File: src/rtl/core/bpa_pkg.sv
// shared constants, types and codes of the bitmap page allocator
package bpa_pkg;

  localparam int unsigned MAX_PAGES     = 4096;
  localparam int unsigned MAP_WORD_BITS = 64;
  localparam int unsigned MAP_WORDS     = MAX_PAGES / MAP_WORD_BITS;
  localparam int unsigned PAGE_W        = $clog2(MAX_PAGES);
  localparam int unsigned CNT_W         = PAGE_W + 1;
  localparam int unsigned WORD_AW       = $clog2(MAP_WORDS);
  localparam int unsigned BIT_W         = $clog2(MAP_WORD_BITS);

  typedef logic [MAP_WORD_BITS-1:0] map_word_t;
  typedef logic [WORD_AW-1:0]       word_addr_t;
  typedef logic [BIT_W-1:0]         bit_idx_t;
  typedef logic [PAGE_W-1:0]        page_t;
  typedef logic [CNT_W-1:0]         count_t;

  typedef enum logic [1:0] {
    CMD_RESERVE_ALL = 2'd0,
    CMD_MARK_USABLE = 2'd1,
    CMD_ALLOCATE    = 2'd2,
    CMD_FREE        = 2'd3
  } cmd_e;

  typedef enum logic [1:0] {
    ST_DONE      = 2'd0,
    ST_NONE_FREE = 2'd1,
    ST_RANGE     = 2'd2
  } status_e;

  // request bundle from the control fsm to the map memory
  typedef struct packed {
    logic       clear_all;
    logic       rd_en;
    word_addr_t rd_addr;
    logic       wr_en;
    word_addr_t wr_addr;
    map_word_t  wr_data;
  } map_req_t;

endpackage

File: src/rtl/core/bpa_intf.sv
// valid/ready channel interfaces of the bitmap page allocator
interface bpa_cmd_if;
  logic          valid;
  logic          ready;
  bpa_pkg::cmd_e command;
  bpa_pkg::page_t page_num;
  modport source (output valid, output command, output page_num, input ready);
  modport sink (input valid, input command, input page_num, output ready);
endinterface

interface bpa_rsp_if;
  logic             valid;
  logic             ready;
  bpa_pkg::status_e status;
  bpa_pkg::page_t   granted_page;
  modport source (output valid, output status, output granted_page, input ready);
  modport sink (input valid, input status, input granted_page, output ready);
endinterface

interface bpa_cfg_if;
  logic            valid;
  logic            ready;
  bpa_pkg::count_t page_count;
  modport source (output valid, output page_count, input ready);
  modport sink (input valid, input page_count, output ready);
endinterface

File: src/rtl/core/bpa_map_mem.sv
// used-page map memory with per-word valid bits; invalid words read as all used
module bpa_map_mem (
  input  logic                clk_i,
  input  logic                rst_ni,
  input  bpa_pkg::map_req_t   req_i,
  output bpa_pkg::map_word_t  rd_data_o
);

  bpa_pkg::map_word_t             map_q [bpa_pkg::MAP_WORDS];
  bpa_pkg::map_word_t             rd_data_q;
  logic [bpa_pkg::MAP_WORDS-1:0]  vld_q;
  logic                           rd_vld_q;

  always_ff @(posedge clk_i) begin
    if (req_i.rd_en) begin
      rd_data_q <= map_q[req_i.rd_addr];
    end
    if (req_i.wr_en) begin
      map_q[req_i.wr_addr] <= req_i.wr_data;
    end
  end

  // reserve-all just drops every valid bit
  always_ff @(posedge clk_i or negedge rst_ni) begin
    if (!rst_ni) begin
      vld_q    <= '0;
      rd_vld_q <= 1'b0;
    end else begin
      if (req_i.clear_all) begin
        vld_q <= '0;
      end else if (req_i.wr_en) begin
        vld_q[req_i.wr_addr] <= 1'b1;
      end
      if (req_i.rd_en) begin
        rd_vld_q <= vld_q[req_i.rd_addr];
      end
    end
  end

  assign rd_data_o = rd_vld_q ? rd_data_q : '1;

endmodule

File: src/rtl/core/bpa_scan.sv
// masked lowest-free-bit search over one map word
module bpa_scan (
  input  bpa_pkg::map_word_t word_i,
  input  logic               first_i,
  input  bpa_pkg::bit_idx_t  lo_bit_i,
  input  logic               last_i,
  input  bpa_pkg::bit_idx_t  hi_bit_i,
  output logic               found_o,
  output bpa_pkg::bit_idx_t  bit_o
);

  bpa_pkg::map_word_t lo_mask;
  bpa_pkg::map_word_t hi_mask;
  bpa_pkg::map_word_t free_bits;

  // first word starts at the hint, last word stops at the page count
  assign lo_mask   = first_i ? ({bpa_pkg::MAP_WORD_BITS{1'b1}} << lo_bit_i) : '1;
  assign hi_mask   = (last_i && (hi_bit_i != '0)) ?
                     ~({bpa_pkg::MAP_WORD_BITS{1'b1}} << hi_bit_i) : '1;
  assign free_bits = ~word_i & lo_mask & hi_mask;
  assign found_o   = |free_bits;

  always_comb begin
    bit_o = '0;
    for (int i = bpa_pkg::MAP_WORD_BITS - 1; i >= 0; i--) begin
      if (free_bits[i]) begin
        bit_o = bpa_pkg::bit_idx_t'(i);
      end
    end
  end

endmodule

File: src/rtl/core/bitmap_page_allocator_unit.sv
// top level of the bitmap page allocator: control fsm, map memory and word scan
//
// keeps one used bit per page (1 = used) in a 64 x 64-bit map memory plus a
// next-fit search hint. every command beat gives exactly one response beat.
// reserve-all marks every page used and zeroes the hint (it drops the
// per-word valid bits, so no sweep is needed; after reset the map reads as all
// used the same way). mark-usable and free read the word, write it back, then
// respond; with the index out of range they respond without touching the map.
// allocate reads the word holding the hint, then one map word after another up
// to the word of the last live page, stopping at the first free page; with the
// hint at or past the page count it answers without a scan. the read port delivers
// one word a cycle and the scan finds the lowest free page in it. a response may
// wait in the output register while the next command beat is taken. page_count
// is clamped to 4096 and must only be written while the block is idle; the
// config channel is always ready.
module bitmap_page_allocator_unit (
  input  logic        clk_i,
  input  logic        rst_ni,
  bpa_cmd_if.sink     cmd_i,
  bpa_rsp_if.source   rsp_o,
  bpa_cfg_if.sink     cfg_i
);

  typedef enum logic [3:0] {
    S_IDLE = 4'b0001,
    S_RMW  = 4'b0010,
    S_SCAN = 4'b0100,
    S_RESP = 4'b1000
  } state_e;

  state_e state_q, state_d;

  bpa_pkg::count_t    page_count_q;
  bpa_pkg::page_t     hint_q, hint_d;
  bpa_pkg::cmd_e      cmd_q, cmd_d;
  bpa_pkg::page_t     idx_q, idx_d;
  bpa_pkg::word_addr_t scan_word_q, scan_word_d;
  logic               first_q, first_d;

  // pending response, then the output register
  bpa_pkg::status_e   res_status_q, res_status_d;
  bpa_pkg::page_t     res_grant_q, res_grant_d;
  logic               out_valid_q;
  bpa_pkg::status_e   out_status_q;
  bpa_pkg::page_t     out_grant_q;
  logic               out_free;

  bpa_pkg::map_req_t  map_req;
  bpa_pkg::map_word_t rd_data;

  bpa_pkg::count_t    limit;
  bpa_pkg::count_t    limit_m1;
  bpa_pkg::word_addr_t last_word;
  logic               scan_last;
  logic               scan_found;
  bpa_pkg::bit_idx_t  scan_bit;
  logic               cmd_beat;

  // effective page count, clamped to the map size
  assign limit     = (page_count_q > bpa_pkg::count_t'(bpa_pkg::MAX_PAGES)) ?
                     bpa_pkg::count_t'(bpa_pkg::MAX_PAGES) : page_count_q;
  assign limit_m1  = limit - 1'b1;
  assign last_word = limit_m1[bpa_pkg::PAGE_W-1:bpa_pkg::BIT_W];
  assign scan_last = (scan_word_q == last_word);

  assign cmd_i.ready = (state_q == S_IDLE);
  assign cmd_beat    = cmd_i.valid && cmd_i.ready;
  assign cfg_i.ready = 1'b1;

  assign out_free     = !out_valid_q || rsp_o.ready;
  assign rsp_o.valid  = out_valid_q;
  assign rsp_o.status = out_status_q;
  assign rsp_o.granted_page = out_grant_q;

  bpa_map_mem u_map_mem (
    .clk_i     (clk_i),
    .rst_ni    (rst_ni),
    .req_i     (map_req),
    .rd_data_o (rd_data)
  );

  bpa_scan u_scan (
    .word_i   (rd_data),
    .first_i  (first_q),
    .lo_bit_i (hint_q[bpa_pkg::BIT_W-1:0]),
    .last_i   (scan_last),
    .hi_bit_i (limit[bpa_pkg::BIT_W-1:0]),
    .found_o  (scan_found),
    .bit_o    (scan_bit)
  );

  always_comb begin
    state_d      = state_q;
    hint_d       = hint_q;
    cmd_d        = cmd_q;
    idx_d        = idx_q;
    scan_word_d  = scan_word_q;
    first_d      = first_q;
    res_status_d = res_status_q;
    res_grant_d  = res_grant_q;
    map_req      = '0;

    case (state_q)
      S_IDLE: begin
        if (cmd_beat) begin
          cmd_d        = cmd_i.command;
          idx_d        = cmd_i.page_num;
          res_grant_d  = '0;
          res_status_d = bpa_pkg::ST_DONE;
          case (cmd_i.command)
            bpa_pkg::CMD_RESERVE_ALL: begin
              map_req.clear_all = 1'b1;
              hint_d            = '0;
              state_d           = S_RESP;
            end
            bpa_pkg::CMD_ALLOCATE: begin
              // a hint past the limit scans nothing
              if ({1'b0, hint_q} >= limit) begin
                res_status_d = bpa_pkg::ST_NONE_FREE;
                state_d      = S_RESP;
              end else begin
                map_req.rd_en   = 1'b1;
                map_req.rd_addr = hint_q[bpa_pkg::PAGE_W-1:bpa_pkg::BIT_W];
                scan_word_d     = hint_q[bpa_pkg::PAGE_W-1:bpa_pkg::BIT_W];
                first_d         = 1'b1;
                state_d         = S_SCAN;
              end
            end
            default: begin
              // mark-usable and free share the read-modify-write path
              if ({1'b0, cmd_i.page_num} >= limit) begin
                res_status_d = bpa_pkg::ST_RANGE;
                state_d      = S_RESP;
              end else begin
                map_req.rd_en   = 1'b1;
                map_req.rd_addr = cmd_i.page_num[bpa_pkg::PAGE_W-1:bpa_pkg::BIT_W];
                state_d         = S_RMW;
              end
            end
          endcase
        end
      end
      S_RMW: begin
        map_req.wr_en   = 1'b1;
        map_req.wr_addr = idx_q[bpa_pkg::PAGE_W-1:bpa_pkg::BIT_W];
        map_req.wr_data = rd_data &
                          ~(bpa_pkg::map_word_t'(1) << idx_q[bpa_pkg::BIT_W-1:0]);
        if (cmd_q == bpa_pkg::CMD_FREE) begin
          hint_d = idx_q;
        end
        state_d = S_RESP;
      end
      S_SCAN: begin
        first_d = 1'b0;
        if (scan_found) begin
          map_req.wr_en   = 1'b1;
          map_req.wr_addr = scan_word_q;
          map_req.wr_data = rd_data | (bpa_pkg::map_word_t'(1) << scan_bit);
          hint_d          = {scan_word_q, scan_bit};
          res_grant_d     = {scan_word_q, scan_bit};
          state_d         = S_RESP;
        end else if (scan_last) begin
          res_status_d = bpa_pkg::ST_NONE_FREE;
          state_d      = S_RESP;
        end else begin
          // next word's read goes out now, its data lands next cycle
          map_req.rd_en   = 1'b1;
          map_req.rd_addr = scan_word_q + 1'b1;
          scan_word_d     = scan_word_q + 1'b1;
        end
      end
      S_RESP: begin
        if (out_free) begin
          state_d = S_IDLE;
        end
      end
      default: begin
        state_d = S_IDLE;
      end
    endcase
  end

  always_ff @(posedge clk_i or negedge rst_ni) begin
    if (!rst_ni) begin
      state_q      <= S_IDLE;
      hint_q       <= '0;
      page_count_q <= '0;
      out_valid_q  <= 1'b0;
      first_q      <= 1'b0;
    end else begin
      state_q <= state_d;
      hint_q  <= hint_d;
      first_q <= first_d;
      if (cfg_i.valid && cfg_i.ready) begin
        page_count_q <= cfg_i.page_count;
      end
      if ((state_q == S_RESP) && out_free) begin
        out_valid_q <= 1'b1;
      end else if (rsp_o.ready) begin
        out_valid_q <= 1'b0;
      end
    end
  end

  // payload registers
  always_ff @(posedge clk_i) begin
    cmd_q        <= cmd_d;
    idx_q        <= idx_d;
    scan_word_q  <= scan_word_d;
    res_status_q <= res_status_d;
    res_grant_q  <= res_grant_d;
    if ((state_q == S_RESP) && out_free) begin
      out_status_q <= res_status_q;
      out_grant_q  <= res_grant_q;
    end
  end

  // a scan only runs with the hint inside the live page range
  assert property (@(posedge clk_i) disable iff (!rst_ni)
    (state_q == S_SCAN) |-> ({1'b0, hint_q} < limit))
    else $error("scan running with hint outside page range");

  // the scan never walks past the word holding the last live page
  assert property (@(posedge clk_i) disable iff (!rst_ni)
    (state_q == S_SCAN) |-> (scan_word_q <= last_word))
    else $error("scan word beyond last live word");

  // a response leaving the fsm always lands in the output register
  assert property (@(posedge clk_i) disable iff (!rst_ni)
    ((state_q == S_RESP) && out_free) |=> (out_valid_q && (state_q == S_IDLE)))
    else $error("response lost on its way to the output register");

  // a nonzero granted page is always a live page
  assert property (@(posedge clk_i) disable iff (!rst_ni)
    (out_valid_q && (out_grant_q != '0)) |->
      ((out_status_q == bpa_pkg::ST_DONE) && ({1'b0, out_grant_q} < limit)))
    else $error("granted page outside page range");

endmodule

File: src/flat_wrapper.sv
// flat-port wrapper written by rule: the top's interface ports become plain ports
module bitmap_page_allocator_unit_flat 
  (clk_i, rst_ni, cmd_i_valid, cmd_i_command, cmd_i_page_num, cmd_i_ready, rsp_o_valid, rsp_o_status, rsp_o_granted_page, rsp_o_ready, cfg_i_valid, cfg_i_page_count, cfg_i_ready);
  bpa_cmd_if cmd_i_i ();
  bpa_rsp_if rsp_o_i ();
  bpa_cfg_if cfg_i_i ();
  input  logic clk_i;
  input  logic rst_ni;
  input wire logic [$bits(cmd_i_i.valid)-1:0] cmd_i_valid;
  input wire logic [$bits(cmd_i_i.command)-1:0] cmd_i_command;
  input wire logic [$bits(cmd_i_i.page_num)-1:0] cmd_i_page_num;
  output wire logic [$bits(cmd_i_i.ready)-1:0] cmd_i_ready;
  output wire logic [$bits(rsp_o_i.valid)-1:0] rsp_o_valid;
  output wire logic [$bits(rsp_o_i.status)-1:0] rsp_o_status;
  output wire logic [$bits(rsp_o_i.granted_page)-1:0] rsp_o_granted_page;
  input wire logic [$bits(rsp_o_i.ready)-1:0] rsp_o_ready;
  input wire logic [$bits(cfg_i_i.valid)-1:0] cfg_i_valid;
  input wire logic [$bits(cfg_i_i.page_count)-1:0] cfg_i_page_count;
  output wire logic [$bits(cfg_i_i.ready)-1:0] cfg_i_ready;
  assign cmd_i_i.valid = cmd_i_valid;
  assign cmd_i_i.command = cmd_i_command;
  assign cmd_i_i.page_num = cmd_i_page_num;
  assign cmd_i_ready = cmd_i_i.ready;
  assign rsp_o_valid = rsp_o_i.valid;
  assign rsp_o_status = rsp_o_i.status;
  assign rsp_o_granted_page = rsp_o_i.granted_page;
  assign rsp_o_i.ready = rsp_o_ready;
  assign cfg_i_i.valid = cfg_i_valid;
  assign cfg_i_i.page_count = cfg_i_page_count;
  assign cfg_i_ready = cfg_i_i.ready;
  bitmap_page_allocator_unit u_core (.clk_i(clk_i), .rst_ni(rst_ni), .cmd_i(cmd_i_i), .rsp_o(rsp_o_i), .cfg_i(cfg_i_i));
endmodule
File: config.mk
export PLATFORM = sky130hd
export DESIGN_NAME = bitmap_page_allocator_unit_flat
export DESIGN_NICKNAME = d
export VERILOG_FILES = /design/src/rtl/core/bpa_pkg.sv /design/src/rtl/core/bpa_intf.sv /design/src/rtl/core/bpa_map_mem.sv /design/src/rtl/core/bpa_scan.sv /design/src/rtl/core/bitmap_page_allocator_unit.sv /design/src/flat_wrapper.sv
export SDC_FILE = /design/constraint.sdc
export NUM_CORES = 2
export LEC_CHECK = 0
export ABC_AREA = 1
export BUFFER_PORTS_ARGS = -buffer_cell sky130_fd_sc_hd__buf_2
export CAP_MARGIN = 0
export CORE_MARGIN = 4
export CORE_UTILIZATION = 50
export DETAILED_ROUTE_END_ITERATION = 10
export PLACE_DENSITY_LB_ADDON = 0.15
export SETUP_SLACK_MARGIN = 0.3
export SYNTH_ARGS = -nofsm -noshare
export SYNTH_HDL_FRONTEND = slang
export SYNTH_SLANG_ARGS = --single-unit
File: constraint.sdc
create_clock -name clk_i -period 8.4 [get_ports clk_i]
set_input_delay 1.26 -clock clk_i [delete_from_list [all_inputs] [get_ports clk_i]]
set_output_delay 1.26 -clock clk_i [all_outputs]
set_load 0.05 [all_outputs]
==> impl_metrics.toml <==
[synth]
synthesis.nets = 13464
syn_area_per_cell_um2 = 12.96
synth-warning-count = 0
yosys.area.top_type = "edfxtp_1"
yosys_register_bits = 4304
yosysTopAreaCellShare_pct = 72.72
synth_edf_count = 4208
yosys.cell_types.count = 60
synthArstFlopShare_pct = 2.230
ys_seq_area_share_pct = 74.10
ys_top_cells_by_area = "edfxtp_1 73%, nor2_1 8.5%, o21ai_0 4.6%"
synth_flop_cell = "edfxtp_1"
syn_area_um2 = 173800
netlist_instances = 13407

[setup_path]
timing.rr.start = "u_core.page_count_q[1]"
reg2reg_depth = 38
path_buf_inv = 10
worst_setup_path_start_kind = "flop"
required_ps = 9100
cpPeakStageDelay_ps = 630
end_kind = "flop"
critical_path.top_delay_family = "simple AND/OR/NAND/NOR gates"
arrival_ps = 7950
crit_type = "flop to flop"
crit_path_frequent_cell = "nand2_1"
r2r_setup_slack_ps = 1150
timing.rr.end = "u_core.u_map_mem.rd_data_q[51]"
crit_slowest_cell = "o311ai_0"
critPathMaxFanout = 18

[global_route]
antenna_found_initial = 33
grt_pass1_wl_um = 861500
track_usage_pct = 33.96
grt_max_degree = 183
overflow = 0
grt_pass1_vias = 112602

[power_and_ir_drop]
power_mw = 51.98
power_density_nw_per_um2 = 261.2
ir_drop_mv = 0.2558
power.leakage_nw = 66.71

[sta]
max_freq_mhz = 137.9
setup_viol = 0
fin_setup_tns_ps = 0
fin_crit_sh_pct = 86.32
min_period_ps = 7251
finalHoldViolations = 0
skew_ps = 62.96
rsz0062_at_grt = "no"
slew_headroom_pct = 16.32
tightest_slew_ps = 1255
drv_slew = 0

[clock_tree]
cts_root_buffer = "clkbuf_16"
clock_path_buffers = 4
cts_tree = "yes"
cts_made_buffers = 440
postCtsHoldBufs = 0
clkSlewWorstSetupHoldPaths_ps = 60
htree_levels = 5
cts_sinks = 4304
insertion_delay_ps = 1020

[floorplan]
die-area_um2 = 357000
start_util_pct = 50.19
core_area_um2 = 346200
die_y_um = 597.5
row_count = 216
die_w_um = 597.5
ioPinCount = 49

[drt]
top_layer_used = "met5"
ant_nets = 0
wl_met1_um = 239900
wirelength_um = 623500
vias = 122779
wire_per_inst_um = 33.66
drt_iter0_drc = 20025
drc = 0
dr_wl_met2_um = 276400
route.met3.wl_um = 75730
dr.pass1.iters = 7
vias_per_cell = 6.629

[layout]
final_nets = 13608
drive_gt1_share_pct = 10.65
area_growth_pct = 14.53
mostFrequentLayoutCells = "4,208 x edfxtp_1, 3,863 x nor2_1, 1,566 x o21ai_0"
final_common_cell = "edfxtp_1"

[status]
status = "completed"

[min_path]
hp-class = "primary input to async pin"

[job]
cap_viol_max_count = 0

[place]
dp_hpwl_um = 327700
gp_congestion = 0.9565
port_buffers = 47
[registers in the layout, summed over array words and instances, names as in the netlist]
name / flops
u_core.u_map_mem.rd_data_q: 64
u_core.cmd_q: 2
u_core.u_map_mem.vld_q: 64
u_core.u_map_mem.rd_vld_q: 1
u_core.hint_q: 12
u_core.scan_word_q: 6
u_core.page_count_q: 13
u_core.res_grant_q: 12
u_core.first_q: 1
u_core.rsp_o.granted_page: 12
u_core.res_status_q: 2
u_core.idx_q: 12
u_core.rsp_o.valid: 1
u_core.state_q: 4
u_core.rsp_o.status: 2
u_core.u_map_mem.map_q: 4096
[metal layers]
metal / track usage (%) / up-vias
li1: - / 50661
met1: 47.95 / 62225
met2: 50.90 / 8303
met3: 7.740 / 1576
met4: 14.68 / 14
met5: 0 / -
[logic make-up after synthesis]
logic type	Yosys count	synth area share (%)
other	1	0.002158
AOI/OAI and AO/OA	3352	12.93
buffers and inverters	1142	2.585
xor gates and xnor gates	6	0.03024
adders and majority gates	25	0.1800
and+or+nand+nor	4573	10.15
muxes	4	0.02592
DFF	4304	74.10
[power breakdown]
| part | switching [mW] | total (mW) | internal [mW] |
|---|---|---|---|
| combinational | 6.19 | 8.64 | 2.45 |
| clock | 8.27 | 18.8 | 10.5 |
| sequential | 0.273 | 24.6 | 24.3 |
| total | 14.7 | 52.0 | 37.2 |
[cells in the mapped netlist (7+ instances only)]
cell and number:
buf_1 33, inv_1 143, dfrtp_1 95, a211oi_1 7, o211ai_1 286, edfxtp_1 4208
o311ai_0 212, nor2_2 10, nand2_1 385, o21bai_1 173, ha_1 25, a21oi_1 76
nand4_1 19, o21ai_0 1580, nor3_1 18, o32ai_1 899, o221ai_1 25, or2_2 24
o31ai_1 7, a31oi_1 8, o21ai_1 18, o2111ai_1 10, inv_2 9, nand3_1 169
buf_2 114, nor2_1 3929, clkbuf_1 821, a31o_2 13, o311ai_1 13, buf_4 12
[layout make-up]
class / instances / area, µm²
sequential: 4304 / 128800
fill: 27098 / 147200
tap: 4578 / 5728
antenna: 17 / 42.54
timing repair buffer: 686 / 8838
clock buffer: 543 / 11560
inverter: 158 / 624.3
clock inverter: 274 / 2172
multi-input combinational: 7961 / 41280
[worst max-delay path by stage]
stage / from / end / slack, ps / cells after the start
after floorplan: u_core.page_count_q[3] / u_core.u_map_mem.map_q[0][0] / 1530 / 33
after global placement: u_core.page_count_q[1] / u_core.u_map_mem.map_q[20][50] / 950 / 77
after detailed placement: u_core.page_count_q[1] / u_core.u_map_mem.rd_data_q[44] / 1030 / 30
after CTS: u_core.page_count_q[1] / u_core.u_map_mem.rd_data_q[44] / 980 / 30
after global routing: u_core.page_count_q[1] / u_core.u_map_mem.map_q[6][16] / 380 / 77
final: u_core.page_count_q[1] / u_core.u_map_mem.rd_data_q[51] / 1150 / 38
[worst register-to-register path, delay by kind of cell (launching register included)]
family                 cells  cell delay, ps
and+or+nand+nor           23            2840
buffers and inverters     10            2220
AOI/OAI and AO/OA          5            1500
DFF                        1             410
[metrics by stage]
stage                     area [µm²]  utilization (%)  hold slack (ps)  setup WS (ps)  cells
final                         199000            57.48            150.9           1149  18521
after global routing          199000            57.47            129.5          378.4  18507
after CTS                     198900            57.46            104.6          982.9  18500
after detailed placement      185200            53.49            414.7           1026  17683
after global placement        185200            53.49            408.3          953.6  17683
after floorplan               173800                -            400.3           1534  13407
[timing repair]
action,4_1_cts,5_1_grt
resized for setup,0,1
buffers inserted,0,4
endpoints found under the setup margin,0,9
No activity file was read; power rests on OpenSTA's default activity.
